`src/bohacc_pkg.sv`:
```
package bohacc_pkg;

	// particle slots and harmonic layout (degree four, m = -4..4)
	localparam int PW        = 13;
	localparam int SLOTS     = 8192;
	localparam int HDEG      = 4;
	localparam int HARMONICS = 2 * HDEG + 1;
	localparam int MEM_DEPTH = SLOTS * HARMONICS;
	localparam int AW        = 17;
	localparam int FW        = 18;
	localparam int SW        = 24;

	// one unit of work handed from the front to the back
	typedef struct packed {
		logic                          rd;
		logic [PW-1:0]                 p1;
		logic [PW-1:0]                 p2;
		logic [HDEG:0][SW-1:0]         dre;
		logic [HDEG:0][SW-1:0]         dim;
	} job_t;

	// status the back reports to the front
	typedef struct packed {
		logic clearing;
	} back_stat_t;

endpackage

```
`src/bohacc_queue.sv`:
```
module bohacc_queue (
	input  logic              clk,
	input  logic              arst_n,
	input  logic              in_valid,
	output logic              in_ready,
	input  bohacc_pkg::job_t  in_job,
	output logic              out_valid,
	input  logic              out_ready,
	output bohacc_pkg::job_t  out_job
);
	import bohacc_pkg::*;

	job_t       ent_q [2];
	logic       wp_q, rp_q;
	logic [1:0] cnt_q;
	logic       wr, rd;

	assign in_ready  = (cnt_q != 2'd2);
	assign out_valid = (cnt_q != 2'd0);
	assign out_job   = ent_q[rp_q];
	assign wr        = in_valid && in_ready;
	assign rd        = out_valid && out_ready;

	// advance pointers and fill count
	always_ff @(posedge clk or negedge arst_n) begin
		if (!arst_n) begin
			wp_q  <= 1'b0;
			rp_q  <= 1'b0;
			cnt_q <= 2'd0;
		end else begin
			if (wr)
				wp_q <= ~wp_q;
			if (rd)
				rp_q <= ~rp_q;
			case ({wr, rd})
				2'b10:   cnt_q <= cnt_q + 2'd1;
				2'b01:   cnt_q <= cnt_q - 2'd1;
				default: cnt_q <= cnt_q;
			endcase
		end
	end

	// hold entries
	always_ff @(posedge clk) begin
		if (wr)
			ent_q[wp_q] <= in_job;
	end

endmodule

```
`config.mk`:
```
export PLATFORM = sky130hd
export DESIGN_NAME = bohacc_queue
export DESIGN_NICKNAME = d
export VERILOG_FILES = /design/src/bohacc_pkg.sv /design/src/bohacc_queue.sv
export SDC_FILE = /design/constraint.sdc
export NUM_CORES = 1
export LEC_CHECK = 0
export BUFFER_PORTS_ARGS = -buffer_cell sky130_fd_sc_hd__buf_4
export CORE_AREA = 3 3 206 208
export CTS_CLUSTER_DIAMETER = 120
export DETAILED_ROUTE_END_ITERATION = 7
export DIE_AREA = 0 0 209 211
export GPL_TIMING_DRIVEN = 0
export PLACE_DENSITY = 0.76
export SLEW_MARGIN = 0
export SYNTH_ARGS = -nofsm -noshare
export SYNTH_HDL_FRONTEND = slang
export SYNTH_SLANG_ARGS = --single-unit
```
`constraint.sdc`:
```
create_clock -name clk -period 14.9 [get_ports clk]
set_input_delay 0.745 -clock clk [delete_from_list [all_inputs] [get_ports clk]]
set_output_delay 0.745 -clock clk [all_outputs]
set_load 0.005 [all_outputs]
```
==> results.cfg <==
[cts]
cts.sinks = 538
cts_tree = yes
holdBufCountCts = 1
root_buffer = clkbuf_16
clk_pin_slew_ns = 0.06
cts_setup_buffers = 0
cts_buffers = 53
h-tree-depth = 2
clk_latency_ns = 0.58
cts.path.max_buffers = 3
cts_resized = 0

[worst_setup_path]
reg2reg_from = cnt_q[0]$_DFFE_PN0P_
r2r_cells = 7
worstSetupPathType = reg2out
critical_path.max_fanout = 10
reg2reg_slack_ns = 12.28
r2r-end = ent_q[0][238]$_DFFE_PP_
cp-end-kind = primary output
cp_data_required_time_ns = 14.16
cp-start-kind = flip-flop
critical_path_arrival_ns = 2.00

[synthesis]
synthCells = 848
yosys_warnings = 0
synth_top_cell_by_area = edfxtp_1
async_flop_share_pct = 0.743
synthTopCellsByArea = edfxtp_1 79%, mux2_4 15%, mux2_2 3.7%
synthFlopType = edfxtp_1
ys_seq_area_share_pct = 79.5
synthTopCellsByCount = 534 x edfxtp_1, 201 x mux2_4, 66 x mux2_2
netlist.area_leader.share_pct = 79.0
yosysMostFrequentCell = edfxtp_1
synth_cell_type_count = 15
synth_fp_nets = 1120
synth_edf_count = 534
syn_avg_cell_area_sq_um = 23.9
ys_ff_latch = 538
syn-cell-area_sq_um = 20300

[hold_path]
hold_class = in2reg
min_from = in_job[50]
worstHoldPathCells = 1
worstHoldEndpoint = ent_q[0][50]$_DFFE_PP_

[sta]
finalMaxSlewViolations = 0
fmax_mhz = 364
finalCriticalPeriod_ns = 2.75
setup_slack_ns = 12.15
rsz0062_at_grt = false
finalHoldViolCount = 0
clock-skew-final_ns = 0.0142
finalCritPeriodShare_pct = 18.4
final-setup-viol-count = 0
worst_slew_pin_slew_ns = 0.825
final.setup.tns_ns = 0
relSlewSlack_pct = 44.8

[floorplan]
core_area_sq_um = 40700
std_cell_rows = 74
pin_count = 540
die_w_um = 209
die_h_um = 211
dieArea_sq_um = 44100
start_util_pct = 49.8

[power]
ir_drop_uv = 140
p_per_area_nw_per_um2 = 194
leakage_nw = 10.7

[drt]
postRouteAntennaNets = 0
routed_via_density = 5.01
first_pass_iters = 5
routed_wl_um = 45900
drcViolationCount = 0
num_vias = 10181
wire_per_inst_um = 22.6
first_iter_violations = 532

[finish]
drive_gt1_share_pct = 61.8
area_growth_pct = 33.0
regArea_sq_um = 16100
multi_input_area_sq_um = 3870
nets = 1729
fill_cells = 2648
finalInstanceArea_sq_um = 27000

[global_routing]
grt_pass1_wl_um = 66200
grt_pass1_vias = 10836
grt_use_total_pct = 20.1
grt_max_degree = 65
antenna_found_initial = 4
overflow = 0

[run_status]
status = complete, no violations

[place]
hpwl_um = 33600
io_buffers = 539
postPlaceCellArea_sq_um = 25400
globalplace.congestion = 0.761
pre_cts_slack_ns = 12.06

[run]
maxCapViolations = 0
==> worst max-delay path, stage by stage, from the launching register on <==
cell,delay [ns]
dfrtp_1,0.34
buf_6,0.13
buf_6,0.22
buf_6,0.24
mux2_4,0.32
buf_4,0.15
==> metal layers <==
layer  share of wire (%)  routed length (um)  GRT usage [%]  vias up
li1                    -                   -              -     4617
met1                  35               16000           22.3     5034
met2                  52               23700           35.0      439
met3                  10                4710           8.67       89
met4                 3.1                1420           7.09        2
met5               0.028                  13              0        -
==> sequential cells by signal, indices dropped and copies added (netlist names) <==
signal and count:
rp_q 1, ent_q 534, cnt_q 2, wp_q 1
==> cell families after synthesis <==
kind of cell             count (synthesis)  share of synthesized area [%]
AND/OR/NAND/NOR                          7                          0.179
XOR/XNOR                                 5                          0.216
buffers and inverters                   30                           1.54
flip-flops                             538                           79.5
adder cells (fa/ha/maj)                  1                         0.0616
multiplexers                           267                           18.5
==> through the flow <==
stage	total power, mW	hold slack [ns]	instances	utilization, %
4_1_cts	5.30	0.289	2031	66.3
5_1_grt	5.47	0.300	2033	66.3
3_3_place_gp	4.18	0.475	1919	61.4
2_1_floorplan	3.28	0.449	848	-
6_report	5.24	0.340	2033	66.3
3_5_place_dp	4.05	0.477	1933	62.2
==> how the worst max path moves through the flow <==
stage	startpoint	to	cells past startpoint
floorplan	in_valid	ent_q[0][0]$_DFFE_PP_	2
global placement	in_valid	ent_q[0][233]$_DFFE_PP_	3
detailed placement	in_valid	ent_q[0][84]$_DFFE_PP_	7
CTS	rp_q$_DFFE_PN0P_	out_job[153]	5
global route	rp_q$_DFFE_PN0P_	out_job[153]	5
finish	rp_q$_DFFE_PN0P_	out_job[153]	5
==> final cells by class <==
| type | count | area share [%] |
|---|---|---|
| Antenna cell | 2 | 0.0185 |
| Buffer | 30 | 1.16 |
| Clock buffer | 68 | 5.28 |
| Clock inverter | 29 | 0.723 |
| Multi-Input combinational cell | 280 | 14.3 |
| Sequential cell | 538 | 59.8 |
| Tap cell | 532 | 2.47 |
| Timing Repair Buffer | 554 | 16.3 |
==> where the power goes <==
group / internal, mW / switching (mW) / total, mW
clock: 0.709 / 0.530 / 1.24
combinational: 1.05 / 0.805 / 1.85
sequential: 2.07 / 0.0776 / 2.14
total: 3.82 / 1.41 / 5.24
==> layout by cell type (no fill, tap or decap), types with 3 or more instances in the layout <==
cell type	netlist	final
buf_12	0	7
buf_16	0	7
buf_2	4	4
buf_4	0	539
buf_6	26	26
clkbuf_1	0	13
clkbuf_16	0	55
clkinv_1	0	11
clkinv_2	0	12
dfrtp_1	4	4
edfxtp_1	534	534
inv_6	0	3
mux2_2	66	66
mux2_4	201	201
xnor2_1	3	3
(Power assumes the default switching activity.)
